**config.mk**
```make
export PLATFORM = sky130hd
export DESIGN_NAME = modular_exponentiation_core
export DESIGN_NICKNAME = d
export VERILOG_FILES = /design/src/mex_pkg.sv /design/src/modular_exponentiation_core.sv /design/src/mex_mulmod.sv /design/src/mex_regs.sv
export VERILOG_INCLUDE_DIRS = /design/src /design/src/src
export SDC_FILE = /design/constraint.sdc
export NUM_CORES = 1
export LEC_CHECK = 0
export ABC_AREA = 1
export BUFFER_PORTS_ARGS = -buffer_cell sky130_fd_sc_hd__buf_2
export CORE_MARGIN = 2
export CORE_UTILIZATION = 47
export DETAILED_ROUTE_END_ITERATION = 6
export PLACE_DENSITY = 0.71
export SLEW_MARGIN = 15
export SYNTH_ARGS = -nofsm -noshare
export SYNTH_HDL_FRONTEND = slang
export SYNTH_SLANG_ARGS = --single-unit
```
**constraint.sdc**
```tcl
create_clock -name clk -period 6.2 [get_ports clk]
set_clock_uncertainty 0.15 [all_clocks]
set_input_delay 0.31 -clock clk [delete_from_list [all_inputs] [get_ports clk]]
set_output_delay 0.31 -clock clk [all_outputs]
set_load 0.01 [all_outputs]
```
**src/modular_exponentiation_core_macros.svh**
```systemverilog
// ----------------------------------------------------------------------------
// modular exponentiation core assertion macros
// shared clocked assertion forms used at the end of the top level
// ----------------------------------------------------------------------------
`ifndef MODULAR_EXPONENTIATION_CORE_MACROS_SVH
`define MODULAR_EXPONENTIATION_CORE_MACROS_SVH

// same-cycle implication, checked outside reset
`define MEX_ASSERT_NOW(label, ante, cons, msg) \
  label: assert property (@(posedge clk) disable iff (!rst_n) (ante) |-> (cons)) \
    else $error(msg);

// next-cycle implication, checked outside reset
`define MEX_ASSERT_NEXT(label, ante, cons, msg) \
  label: assert property (@(posedge clk) disable iff (!rst_n) (ante) |=> (cons)) \
    else $error(msg);

`endif

```
**src/mex_pkg.sv**
```systemverilog
// ----------------------------------------------------------------------------
// mex_pkg
// register map, register word type and shared constants of the core
// ----------------------------------------------------------------------------
package mex_pkg;

  // register word and bus widths
  localparam int REG_W  = 32;
  localparam int ADDR_W = 4;

  // register indexes, taken from paddr[3:2]
  localparam logic [1:0] REG_MODULUS     = 2'd0;
  localparam logic [1:0] REG_PRIVATE_EXP = 2'd1;
  localparam logic [1:0] REG_PEER_EXP    = 2'd2;

  // reset values
  localparam logic [REG_W-1:0] MODULUS_RST = 32'd2;
  localparam logic [REG_W-1:0] EXP_RST     = 32'd1;

  // register contents handed to the datapath, upper bits zero above the word
  typedef struct packed {
    logic [REG_W-1:0] modulus;
    logic [REG_W-1:0] private_exponent;
    logic [REG_W-1:0] peer_exponent;
  } mex_cfg_t;

endpackage

```
**src/modular_exponentiation_core.sv**
```systemverilog
// ----------------------------------------------------------------------------
// modular_exponentiation_core
// right-to-left square-and-multiply exponentiation over one shared
// bit-serial modular multiplier; W = min(MOD_BITS, 32)
// the base is reduced first; then each exponent bit up to the top set bit is
//   tested, multiplied into the accumulator when set, and the base squared;
//   the multiplier works one bit per cycle; busy is high throughout, so one
//   word is in flight; a modulus below 2 answers zero in the next cycle
// results are strobed for one cycle and cannot be stalled
// synchronous active-low reset: idle, modulus 2, both exponents 1
// ----------------------------------------------------------------------------
`include "modular_exponentiation_core_macros.svh"

module modular_exponentiation_core #(
  parameter int MOD_BITS = 32
) (
  input  logic                       clk,
  input  logic                       rst_n,
  // command channel
  input  logic                       start,
  output logic                       busy,
  input  logic                       in_mode,
  input  logic [31:0]                in_message_value,
  // result channel
  output logic                       out_valid,
  output logic [31:0]                out_result_value,
  // configuration port
  input  logic                       psel,
  input  logic                       penable,
  input  logic                       pwrite,
  input  logic [mex_pkg::ADDR_W-1:0] paddr,
  input  logic [mex_pkg::REG_W-1:0]  pwdata,
  output logic [mex_pkg::REG_W-1:0]  prdata,
  output logic                       pready
);

  import mex_pkg::*;

  localparam int W = (MOD_BITS < REG_W) ? MOD_BITS : REG_W;

  typedef enum logic [2:0] {
    ST_IDLE,
    ST_REDUCE,
    ST_TEST,
    ST_MULACC,
    ST_SQUARE
  } state_t;

  state_t       state_r;
  mex_cfg_t     cfg;
  logic [W-1:0] modulus;
  logic [W-1:0] base_r;
  logic [W-1:0] acc_r;
  logic [W-1:0] exp_r;
  logic         go_r;
  logic         out_valid_r;
  logic [31:0]  out_value_r;
  logic [W-1:0] mul_a;
  logic [W-1:0] mul_b;
  logic         mul_done;
  logic [W-1:0] mul_prod;
  logic         accept;

  // register file
  mex_regs #(.W(W)) u_regs (
    .clk     (clk),
    .rst_n   (rst_n),
    .psel    (psel),
    .penable (penable),
    .pwrite  (pwrite),
    .paddr   (paddr),
    .pwdata  (pwdata),
    .prdata  (prdata),
    .pready  (pready),
    .cfg     (cfg)
  );

  assign modulus = cfg.modulus[W-1:0];

  // operand select for the shared multiplier
  always_comb begin
    unique case (state_r)
      ST_REDUCE: begin
        mul_a = W'(1);
        mul_b = base_r;
      end
      ST_MULACC: begin
        mul_a = acc_r;
        mul_b = base_r;
      end
      ST_SQUARE: begin
        mul_a = base_r;
        mul_b = base_r;
      end
      default: begin
        mul_a = '0;
        mul_b = '0;
      end
    endcase
  end

  mex_mulmod #(.W(W)) u_mulmod (
    .clk   (clk),
    .rst_n (rst_n),
    .go    (go_r),
    .a     (mul_a),
    .b     (mul_b),
    .m     (modulus),
    .done  (mul_done),
    .prod  (mul_prod)
  );

  assign busy   = (state_r != ST_IDLE);
  assign accept = start && !busy;

  // sequencer: reduce the base, then scan exponent bits from the lsb
  always_ff @(posedge clk) begin
    if (!rst_n) begin
      state_r     <= ST_IDLE;
      go_r        <= 1'b0;
      out_valid_r <= 1'b0;
    end else begin
      go_r        <= 1'b0;
      out_valid_r <= 1'b0;
      unique case (state_r)
        ST_IDLE: begin
          if (accept) begin
            if (modulus < W'(2)) begin
              out_valid_r <= 1'b1;
              out_value_r <= '0;
            end else begin
              base_r  <= in_message_value[W-1:0];
              exp_r   <= in_mode ? cfg.peer_exponent[W-1:0]
                                 : cfg.private_exponent[W-1:0];
              acc_r   <= W'(1);
              go_r    <= 1'b1;
              state_r <= ST_REDUCE;
            end
          end
        end
        ST_REDUCE: begin
          if (mul_done) begin
            base_r  <= mul_prod;
            state_r <= ST_TEST;
          end
        end
        ST_TEST: begin
          if (exp_r == '0) begin
            out_valid_r <= 1'b1;
            out_value_r <= 32'(acc_r);
            state_r     <= ST_IDLE;
          end else if (exp_r[0]) begin
            go_r    <= 1'b1;
            state_r <= ST_MULACC;
          end else begin
            go_r    <= 1'b1;
            state_r <= ST_SQUARE;
          end
        end
        ST_MULACC: begin
          if (mul_done) begin
            acc_r   <= mul_prod;
            go_r    <= 1'b1;
            state_r <= ST_SQUARE;
          end
        end
        ST_SQUARE: begin
          if (mul_done) begin
            base_r  <= mul_prod;
            exp_r   <= exp_r >> 1;
            state_r <= ST_TEST;
          end
        end
        default: state_r <= ST_IDLE;
      endcase
    end
  end

  assign out_valid        = out_valid_r;
  assign out_result_value = out_value_r;

  // checks
  `MEX_ASSERT_NEXT(a_accept_progress, accept, busy || out_valid,
    "accepted word neither started nor answered")
  `MEX_ASSERT_NOW(a_result_idle, out_valid, !busy,
    "result strobed while the sequencer is busy")
  `MEX_ASSERT_NOW(a_result_reduced, out_valid && (modulus >= W'(2)),
    out_result_value < 32'(modulus), "result not reduced below the modulus")
  `MEX_ASSERT_NOW(a_mul_done_owned, mul_done,
    state_r == ST_REDUCE || state_r == ST_MULACC || state_r == ST_SQUARE,
    "multiplier finished with no operation pending")

endmodule

```
**src/mex_mulmod.sv**
```systemverilog
// ----------------------------------------------------------------------------
// mex_mulmod
// bit-serial modular multiplier: one multiplier bit per cycle, msb first,
// double-and-reduce then conditional add-and-reduce
// ----------------------------------------------------------------------------
module mex_mulmod #(
  parameter int W = 32
) (
  input  logic         clk,
  input  logic         rst_n,
  input  logic         go,
  input  logic [W-1:0] a,
  input  logic [W-1:0] b,
  input  logic [W-1:0] m,
  output logic         done,
  output logic [W-1:0] prod
);

  localparam int CW = $clog2(W);

  logic [W-1:0]  r_r;
  logic [CW-1:0] cnt_r;
  logic          run_r;
  logic          done_r;
  logic [W:0]    dbl;
  logic [W:0]    sum;

  // one step: r = 2r mod m, then r = r + a mod m when the bit is set
  always_comb begin
    dbl = {1'b0, r_r} + {1'b0, r_r};
    if (dbl >= {1'b0, m}) begin
      dbl = dbl - {1'b0, m};
    end
    sum = {1'b0, dbl[W-1:0]} + (b[cnt_r] ? {1'b0, a} : '0);
    if (sum >= {1'b0, m}) begin
      sum = sum - {1'b0, m};
    end
  end

  // step counter and partial remainder
  always_ff @(posedge clk) begin
    if (!rst_n) begin
      run_r  <= 1'b0;
      done_r <= 1'b0;
      cnt_r  <= '0;
    end else begin
      done_r <= 1'b0;
      if (go) begin
        run_r <= 1'b1;
        cnt_r <= CW'(W - 1);
      end else if (run_r) begin
        cnt_r <= cnt_r - 1'b1;
        if (cnt_r == '0) begin
          run_r  <= 1'b0;
          done_r <= 1'b1;
        end
      end
    end
  end

  always_ff @(posedge clk) begin
    if (go) begin
      r_r <= '0;
    end else if (run_r) begin
      r_r <= sum[W-1:0];
    end
  end

  assign done = done_r;
  assign prod = r_r;

endmodule

```
**src/mex_regs.sv**
```systemverilog
// ----------------------------------------------------------------------------
// mex_regs
// apb register file: modulus, private exponent and peer exponent
// ----------------------------------------------------------------------------
module mex_regs #(
  parameter int W = 32
) (
  input  logic                      clk,
  input  logic                      rst_n,
  input  logic                      psel,
  input  logic                      penable,
  input  logic                      pwrite,
  input  logic [mex_pkg::ADDR_W-1:0] paddr,
  input  logic [mex_pkg::REG_W-1:0]  pwdata,
  output logic [mex_pkg::REG_W-1:0]  prdata,
  output logic                      pready,
  output mex_pkg::mex_cfg_t         cfg
);

  import mex_pkg::*;

  logic [W-1:0] modulus_r;
  logic [W-1:0] priv_exp_r;
  logic [W-1:0] peer_exp_r;
  logic         wr_en;
  logic [1:0]   reg_idx;

  assign pready  = 1'b1;
  assign wr_en   = psel && penable && pwrite;
  assign reg_idx = paddr[3:2];

  // register writes, word masked to the datapath width
  always_ff @(posedge clk) begin
    if (!rst_n) begin
      modulus_r  <= MODULUS_RST[W-1:0];
      priv_exp_r <= EXP_RST[W-1:0];
      peer_exp_r <= EXP_RST[W-1:0];
    end else if (wr_en) begin
      unique case (reg_idx)
        REG_MODULUS:     modulus_r  <= pwdata[W-1:0];
        REG_PRIVATE_EXP: priv_exp_r <= pwdata[W-1:0];
        REG_PEER_EXP:    peer_exp_r <= pwdata[W-1:0];
        default: ;
      endcase
    end
  end

  // read mux
  always_comb begin
    unique case (reg_idx)
      REG_MODULUS:     prdata = REG_W'(modulus_r);
      REG_PRIVATE_EXP: prdata = REG_W'(priv_exp_r);
      REG_PEER_EXP:    prdata = REG_W'(peer_exp_r);
      default:         prdata = '0;
    endcase
  end

  assign cfg.modulus          = REG_W'(modulus_r);
  assign cfg.private_exponent = REG_W'(priv_exp_r);
  assign cfg.peer_exponent    = REG_W'(peer_exp_r);

endmodule
```
==> summary.txt, run 1 <==
Status: finished clean
Met1 GRT Util: 0.407
Setup violators final: 0
Slowest-stage cell, CP: ha_2
Antenna violations before repair: 0
Clk buf depth: 3
Area of the mapped netlist: 19700 um2
Post-synth ARST share: 0
First-pass GRT wire length: 107 mm
Antenna-violating nets left: 0
Largest net degree at the start of global routing: 103
Die Wd: 209 um
Synth warn: 0
WL final: 69.6 mm
Slew Limit Fails: 0
CTS Buf Count: 30
DP HPWL: 55.6 mm
Vias per cell: 5.33
IO Count: 142
Vias: 20736
Area Overhead vs Synth: 20.7%
Overflow after GRT: 0
Slew at the pin closest to its max-slew limit: 1.12 ns
DRT Pass-1 Iters: 6
Clock Latency Late Sink: 0.59 ns
Nature of the critical path endpoint: flop
Worst-path fanout max: 13
Synthesized Nets: 3194
Clk pin slew, worst setup/hold paths: 0.06 ns
GPL Wtd Cong: 1.02
Core footprint: 41700 um2
Root Driver: clkbuf_16
Met2 usage: 0.529
Wirelength per Cell: 17.9 um
Fin nets: 3500
CTS H-tree lvls: 1
DIE HEIGHT: 209 um
Port Buffers: 138
Number of flops mapped to enable cells by yosys: 128
Part of the Yosys area used for sequential elements: 0.337
Layout cells sized above 1: 0.138
Slew margin rel.: 0.255
Synth Register Bits: 268
Die ar.: 43600 um2
GRT Overall Usage: 0.313
Placed cell area: 21900 um2
Met3 Use GR: 0.0295
Syn Area/Cell: 6.53 um2
Min cycle time layout: 5.86 ns
Final Hold Viols: 0
Crit-path max cell delay: 0.39 ns
Primary FF master, synth: dfxtp_1
Worst EP required: 6.56 ns
Post-Syn Instances: 3018
Initial core utilization: 0.473
Critical path type: flop to flop
Initial DRC count: 1815
Achievable Freq: 0.171 GHz
Critical path's most frequent cell: nand2_1
RSZ-0062 raised after global routing: yes
Cell Rows: 75
# DRC: 0
Worst hold path type: primary input to flop
GR peak layer: met2
Critical path arrival: 6.22 ns
Clk sink count: 268
Cell area after layout: 23800 um2
Final core utilization: 0.571
Startpoint types: flop
Post-synth cell types: 47
CTS tree: done
Max-cap viol count: 0
Vias in the first global route: 19785
Fin crit share: 0.945
Yosys cell counts (19+ instances only):
| cell type | n | area share |
|---|---|---|
| nand2_1 | 912 | 0.17 |
| o221ai_1 | 37 | 0.016 |
| o21ai_2 | 19 | 0.0084 |
| edfxtp_1 | 128 | 0.20 |
| nand3_1 | 135 | 0.034 |
| ha_1 | 98 | 0.062 |
| inv_1 | 509 | 0.097 |
| xor2_1 | 35 | 0.016 |
| o21bai_1 | 20 | 0.0076 |
| nor3_1 | 24 | 0.0061 |
| dfxtp_1 | 140 | 0.14 |
| o21ai_0 | 216 | 0.055 |
| a21oi_1 | 177 | 0.045 |
| clkbuf_1 | 68 | 0.013 |
| nand4_1 | 38 | 0.012 |
| nor2_1 | 303 | 0.058 |
what timing repair did:
action                     CTS  global route
buffers inserted             0             3
setup endpoints to repair    0            32
resized for setup            0            51
hold endpoints to repair   129             0
hold buffers                65             0
worst paths after layout:
check,from,endpoint,slack (ns),depth (start not counted)
worst max-delay path,u_regs.modulus_r[28],u_mulmod.prod[26],0.34,36
worst min-delay path,penable,u_regs.modulus_r[1],0.11,5
worst max register to register,u_regs.modulus_r[28],u_mulmod.prod[26],0.34,36
worst min register to register,u_regs.priv_exp_r[4],u_regs.priv_exp_r[4],0.33,2
layout make-up:
class | count | area, um2
inverters | 520 | 1960
repair buffers | 374 | 2700
fillers | 4111 | 17900
clock buffers | 42 | 857
diodes | 1 | 2.50
multi-input cells | 2130 | 10800
flip-flops and latches | 268 | 6650
clock inverters | 14 | 128
well taps | 539 | 674
stage by stage:
stage	TNS [ns]	setup WS [ns]	cells	hold slack [ns]
2_1_floorplan	0	1.39	3018	0.286
3_3_place_gp	0	0.258	3761	0.308
3_5_place_dp	0	0.202	3761	0.321
4_1_cts	0	0.120	3882	0.0828
5_1_grt	-0.0127	-0.0127	3887	0.136
6_report	0	0.339	3888	0.108
critical path: cells and delay by family, from the launching register on:
family	cells	cell delay (ns)
and+or+nand+nor	19	2.12
adders and majority gates	3	1.05
AOI/OAI and AO/OA	5	0.88
DFF	1	0.36
buffers and inverters	9	1.17
layer usage:
metal | vias up | share of wire
met5 | - | 0
met4 | 0 | 0.050
met3 | 183 | 0.067
met2 | 828 | 0.46
met1 | 9468 | 0.42
li1 | 10257 | -
cell usage in the layout (no fill, tap or decap), types with 9 or more instances in the layout:
cell type,n
inv_1,506
nand2_1,903
clkbuf_16,32
o21ai_0,216
dfxtp_1,140
clkinv_1,9
nor2_2,22
xor2_1,32
nand2_2,18
edfxtp_1,128
o211ai_1,17
buf_4,163
o21bai_1,20
o221ai_1,37
nor3_1,21
nand3b_1,10
a21oi_1,170
nor2_1,291
dlygate4sd3_1,65
o21ai_2,19
xnor2_1,10
nand3_1,134
o21ai_1,13
nand4_1,38
buf_2,138
ha_1,90
state kept, by name (all words and copies together), names as in the netlist:
signal,flops
u_mulmod.run_r,1
acc_r,32
u_mulmod.done,1
out_valid,1
u_mulmod.prod,32
go_r,1
state_r,3
u_regs.peer_exp_r,32
u_mulmod.cnt_r,5
u_regs.modulus_r,32
out_result_value,32
u_regs.priv_exp_r,32
base_r,32
exp_r,32
cell families after synthesis:
| family | synth area share |
|---|---|
| simple gates | 0.302 |
| buf+inv | 0.124 |
| compound gates | 0.151 |
| flops | 0.337 |
| fa+ha+maj | 0.0653 |
| xor+xnor | 0.0204 |
| other cells | 0.000190 |
Power of run 1 is not shown: default switching activity piles up to over one toggle a cycle in this logic, so the estimate is an artifact.
==> run 2: changes to the inputs <==
- PLACE_DENSITY: 0.71 -> 0.7
- SYNTH_HIERARCHICAL: unset -> 1
==> run 2 against run 1 <==
  * Fmax fell by 0.36%
  * Die area rose by 8.2%
  * Count of clock-buffer cells in the layout fell by 2
==> summary.txt, run 2 <==
Initial DRC count: 2009 (+11%)
Clk sink count: 268 (unchanged)
Pwr Density: 644 nW/um2
Vias: 21767 (+5.0%)
CTS tree: done
Area Overhead vs Synth: 17.3%
Cell area after layout: 25000 um2 (+5.2%)
WL final: 68.1 mm (-2.0%)
Die ar.: 47100 um2 (+8.2%)
Overflow after GRT: 0 (unchanged)
Most frequent cell after synthesis: nand2_1
Final core utilization: 0.555 (-0.0158)
CTS Buf Count: 30 (unchanged)
Hold slack: 0.0438 ns (-0.0644 ns)
GPL Wtd Cong: 1.01 (-0.21%)
Worst hold path type: primary input to flop
Layout cells sized above 1: 0.115 (-0.0223)
Critical path's most frequent cell: nand2_1
Cell Rows: 78 (+4.0%)
CTS H-tree lvls: 1 (unchanged)
Largest net degree at the start of global routing: 96 (-6.8%)
Initial core utilization: 0.473 (about the same)
Final Power: 16.1 mW
Clk pin slew, worst setup/hold paths: 0.06 ns (about the same)
Maximum VDD drop: 449 uV
Critical path arrival: 6.26 ns (+0.04 ns)
Die Wd: 217 um (+4.0%)
# DRC: 0 (unchanged)
First-pass GRT wire length: 106 mm (-0.34%)
IO Count: 142 (unchanged)
Clock Latency Late Sink: 0.60 ns (about the same)
Area of the mapped netlist: 21300 um2 (+8.3%)
Worst-path fanout max: 22 (+9)
Slowest-stage cell, CP: dfxtp_1
Post-synth top area share: 0.188 (-0.00724)
DP HPWL: 51.4 mm (-7.5%)
Slew Limit Fails: 0 (unchanged)
GRT Overall Usage: 0.285 (-0.0279)
Reg2reg end: u_mulmod/prod[27]
Achievable Freq: 0.170 GHz (-0.36%)
Most frequent cells in the layout: nand2_1 (1063), inv_1 (609), nor2_1 (484)
Status: finished clean
Primary FF master, synth: dfxtp_1
Final Hold Viols: 0 (unchanged)
Wirelength per Cell: 15.9 um (-11%)
Vias in the first global route: 20172 (+2.0%)
Fillers: 4549 (+11%)
Nature of the critical path endpoint: flop
Diode count: 0 (-1)
Number of flops mapped to enable cells by yosys: 128 (unchanged)
Flop2flop setup slack: 0.32 ns (-0.02 ns)
Fin crit share: 0.949 (+0.00338)
Startpoint types: flop
Synth Register Bits: 268 (unchanged)
Post-Syn Instances: 3427 (+14%)
Post-synth cell types: 57 (+21%)
Worst EP required: 6.58 ns (+0.02 ns)
Worst R2R Path Depth: 40 (+11%)
Most common cell after layout, fill and taps aside: nand2_1
Reg2reg start: u_regs/modulus_r[27]
Synth area leader: nand2_1
DRT Pass-1 Iters: 6 (unchanged)
DIE HEIGHT: 217 um (+4.0%)
Leak: 12.8 nW
Setup violators final: 0 (unchanged)
Worst Setup SP: u_regs/modulus_r[27]
Core footprint: 45100 um2 (+8.2%)
Port Buffers: 138 (unchanged)
Slew at the pin closest to its max-slew limit: 1.05 ns (-0.0664 ns)
Part of the Yosys area used for sequential elements: 0.311 (-0.0259)
Max-cap viol count: 0 (unchanged)
Min cycle time layout: 5.88 ns (+0.0209 ns)
Synthesized Nets: 3603 (+13%)
Critical path type: flop to flop
Worst Setup EP: u_mulmod/prod[27]
Clk buf depth: 3 (unchanged)
Synth warn: 6 (+6)
Commonest cells in the netlist: nand2_1 (1068), inv_1 (618), nor2_1 (495)
Root Driver: clkbuf_16
Fin nets: 3851 (+10%)
Antenna violations before repair: 0 (unchanged)
Synth area leaders: nand2_1 (19%), edfxtp_1 (18%), dfxtp_1 (13%)
Vias per cell: 5.06 (-5.1%)
Slew margin rel.: 0.297 (+0.0426)
Antenna-violating nets left: 0 (unchanged)
Crit-path max cell delay: 0.38 ns (about the same)
Post-synth ARST share: 0 (unchanged)
Syn Area/Cell: 6.23 um2 (-4.6%)
Placed cell area: 23100 um2 (+5.5%)
[run 2: logic make-up after synthesis]
family / share of synthesized area
flops: 0.311
buf+inv: 0.146
simple gates: 0.379
other cells: 0.000176
mux: 0.000996
compound gates: 0.0814
xor+xnor: 0.0209
fa+ha+maj: 0.0602
[run 2: worst min path at each step]
stage,startpoint,to,slack [ns],cells after the start
CTS,penable,u_regs/modulus_r[1],0.02,4
floorplan,rst_n,go_r,0.26,2
detailed placement,u_mulmod/cnt_r[4],u_mulmod/cnt_r[4],0.34,2
global route,paddr[2],u_regs/priv_exp_r[0],0.04,4
global placement,u_mulmod/cnt_r[4],u_mulmod/cnt_r[4],0.34,2
finish,paddr[3],u_regs/peer_exp_r[0],0.04,4
[run 2: critical path, delay by kind of cell, from the launching register on]
family                   cells  cell delay, ns
adder cells (fa/ha/maj)      4            1.26
buffers and inverters       10            1.26
AO/OA/AOI/OAI                2            0.35
flip-flops                   1            0.38
AND/OR/NAND/NOR             24            2.41
[run 2: final cells by class]
cell class | instances | area [um2] | area share
clock inverters | 16 | 105 | 0.00420
inverters | 635 | 2390 | 0.0955
clock buffers | 40 | 808 | 0.0323
well taps | 600 | 751 | 0.0300
multi-input cells | 2410 | 11900 | 0.476
repair buffers | 330 | 2400 | 0.0961
flip-flops and latches | 268 | 6660 | 0.266
[run 2: where the power goes]
group / switching [mW] / total [mW] / internal (mW)
logic: 7.67 / 12.1 / 4.40
registers: 0.180 / 2.37 / 2.19
clock network: 0.763 / 1.68 / 0.918
total: 8.61 / 16.1 / 7.51
[run 2: metal layers]
layer  wire length [um]  track usage  vias up
met5                  0            0        -
met4               3090        0.105        0
met3               4320       0.0260      142
met2              30100        0.467      763
met1              30600        0.392     9722
li1                   -            -    11140
[run 2: timing repair]
item                                   4_1_cts  5_1_grt
endpoints found under the hold margin      139        0
hold buffers                                66        0
gates resized for setup                      0       56
setup endpoints to repair                    0       32
buffers inserted                             0        3
[run 2: through the flow]
step	setup slack, ns	setup TNS, ns	instances
final	0.318	0	4299
after global routing	-0.00200	-0.00200	4299
after CTS	0.299	0	4295
after detailed placement	0.339	0	4173
after global placement	0.386	0	4173
after floorplan	1.27	0	3427
No activity file was read; power rests on OpenSTA's default activity.
==> run 3: changes to the inputs <==
- CORE_UTILIZATION: 47 -> 25
- GPL_TIMING_DRIVEN: unset -> 0
- PLACE_DENSITY: 0.7 -> 0.46
==> run 3 against run 2 <==
  * Final area is 7.0% higher
  * Sequential share of layout area is 1.6 points lower
  * Sequential power is 2% higher
  * Flip-flop and latch count stayed put
  * Non-clock buffer count is 15 higher
  * Total power is 9.4% higher
  * First-iteration DRC count is 31% lower
  * Largest cell class unchanged
==> summary.txt, run 3 (synthesized netlist as in run 2, its figures left out) <==
Status: finished clean
Clk sink count: 268 (unchanged)
Hold slack: 0.0193 ns (-0.0245 ns)
Slew margin rel.: 0.418 (+0.121)
Worst hold path type: primary input to flop
Diode count: 0 (unchanged)
Critical path arrival: 6.30 ns (+0.04 ns)
Placed Cells: 4714 (+13%)
Startpoint types: flop
Critical path's most frequent cell: nand2_1
Slowest-stage cell, CP: dfxtp_4
Most frequent cells in the layout: nand2_1 (1027), inv_1 (592), nor2_1 (463)
Port Buffers: 137 (-0.72%)
Max-cap viol count: 0 (unchanged)
DRT Pass-1 Iters: 5 (-1)
IO Count: 142 (unchanged)
Core footprint: 84900 um2 (+88%)
Hold Crit Depth: 5 (+1)
Initial DRC count: 1378 (-31%)
Nature of the critical path endpoint: flop
Slew Limit Fails: 0 (unchanged)
Critical path type: flop to flop
Final std cells w/o fill: 4866 (+13%)
CTS H-tree lvls: 2 (+1)
Maximum VDD drop: 312 uV (-30%)
Root Driver: clkbuf_16
Clk pin slew, worst setup/hold paths: 0.06 ns (about the same)
Fin nets: 3871 (+0.52%)
Die ar.: 87700 um2 (+86%)
Slew at the pin closest to its max-slew limit: 0.872 ns (-0.179 ns)
Antenna violations before repair: 0 (unchanged)
Leak: 13.0 nW (+1.4%)
First-pass GRT wire length: 125 mm (+17%)
Achievable Freq: 0.168 GHz (-1.3%)
Overflow after GRT: 0 (unchanged)
Worst R2R Path Depth: 40 (unchanged)
Worst-path fanout max: 10 (-55%)
Min cycle time layout: 5.96 ns (+0.0802 ns)
Wirelength per Cell: 17.3 um (+9.4%)
Pwr Density: 658 nW/um2 (+2.2%)
Vias per cell: 4.46 (-12%)
Worst EP required: 6.54 ns (-0.04 ns)
CTS Buf Count: 35 (+17%)
WL final: 84.4 mm (+24%)
Clk buf depth: 3 (unchanged)
Die Wd: 296 um (+36%)
CTS tree: done
GRT Overall Usage: 0.189 (-0.0962)
Largest net degree at the start of global routing: 25 (-74%)
Antenna-violating nets left: 0 (unchanged)
DP HPWL: 70.3 mm (+37%)
Clock Latency Late Sink: 0.55 ns (-0.05 ns)
CP delay by family, top: simple AND/OR/NAND/NOR gates
Vias: 21690 (-0.35%)
Crit-path max cell delay: 0.38 ns (about the same)
Fin crit share: 0.962 (+0.0129)
Area Overhead vs Synth: 25.4%
# DRC: 0 (unchanged)
Initial core utilization: 0.252 (-0.222)
DIE HEIGHT: 296 um (+36%)
Setup violators final: 0 (unchanged)
Final core utilization: 0.316 (-0.240)
WP buf/inv: 10 (unchanged)
Layout cells sized above 1: 0.157 (+0.0415)
Vias in the first global route: 20875 (+3.5%)
Cell Rows: 107 (+37%)
GPL Wtd Cong: 0.933 (-8.1%)
Most common cell after layout, fill and taps aside: nand2_1
Final Hold Viols: 0 (unchanged)
Stages on worst setup path: 40 (unchanged)
run 3: cell types whose count changed in the layout (fill, tap and decap cells not counted), sizes merged:
cell and delta:
clkbuf +32, dlygate4sd3 -6, buf -4, clkinv -4
bufinv +3, clkinvlp +2
run 3: worst register-to-register path: cells and delay by family (launching register included):
kind | cells | cell delay, ns
fa+ha+maj | 4 | 1.09
buf+inv | 10 | 1.24
flops | 1 | 0.38
compound gates | 2 | 0.37
simple gates | 24 | 2.66
run 3: layout make-up:
cell class	instances	area, um2
plain buffers	114	769
clock buffers	47	945
clock inverters	17	218
fillers	9686	58100
inverters	635	2400
multi-input cells	2410	12700
flip-flops and latches	268	6700
well taps	1144	1430
repair buffers	231	1650
run 3: routing by layer:
layer  up-vias  global-route usage  share of wire  wire, um
li1      11175                   -              -         -
met1      9972               0.246           0.46     38500
met2       444               0.332           0.48     40300
met3        99              0.0165          0.035      2990
met4         0              0.0524          0.031      2630
met5         -                   0              0         0
run 3: path summary, 6_finish.rpt:
check | start | end | slack, ns
max | u_regs/modulus_r[29] | u_mulmod/prod[22] | 0.24
min reg2reg | u_regs/peer_exp_r[19] | u_regs/peer_exp_r[19] | 0.35
min | pwdata[29] | u_regs/peer_exp_r[29] | 0.02
max reg2reg | u_regs/modulus_r[29] | u_mulmod/prod[22] | 0.24
run 3: stage by stage:
step / setup TNS, ns / setup WS, ns / total power, mW / area, um2
3_5_place_dp: -25.79 / -0.855 / 14.0 / 23600
4_1_cts: 0 / 0.00171 / 16.6 / 25900
3_3_place_gp: -26.94 / -0.886 / 14.0 / 23500
5_1_grt: -0.0284 / -0.0166 / 19.2 / 26800
6_report: 0 / 0.238 / 17.6 / 26800
2_1_floorplan: 0 / 1.27 / 10.6 / 21300
run 3: power by group:
part	internal [mW]	leakage (nW)	switching [mW]
Combinational	4.59	10.0	8.56
Sequential	2.19	2.36	0.218
Clock	1.22	0.564	0.853
run 3: timing repair:
| item | 4_1_cts | 5_1_grt |
|---|---|---|
| pin swaps | 14 | 33 |
| endpoints found under the setup margin | 32 | 32 |
| setup buffers | 9 | 16 |
| cloned | 0 | 3 |
| hold endpoints to repair | 112 | 0 |
| hold buffers | 60 | 0 |
| gates resized for setup | 107 | 163 |
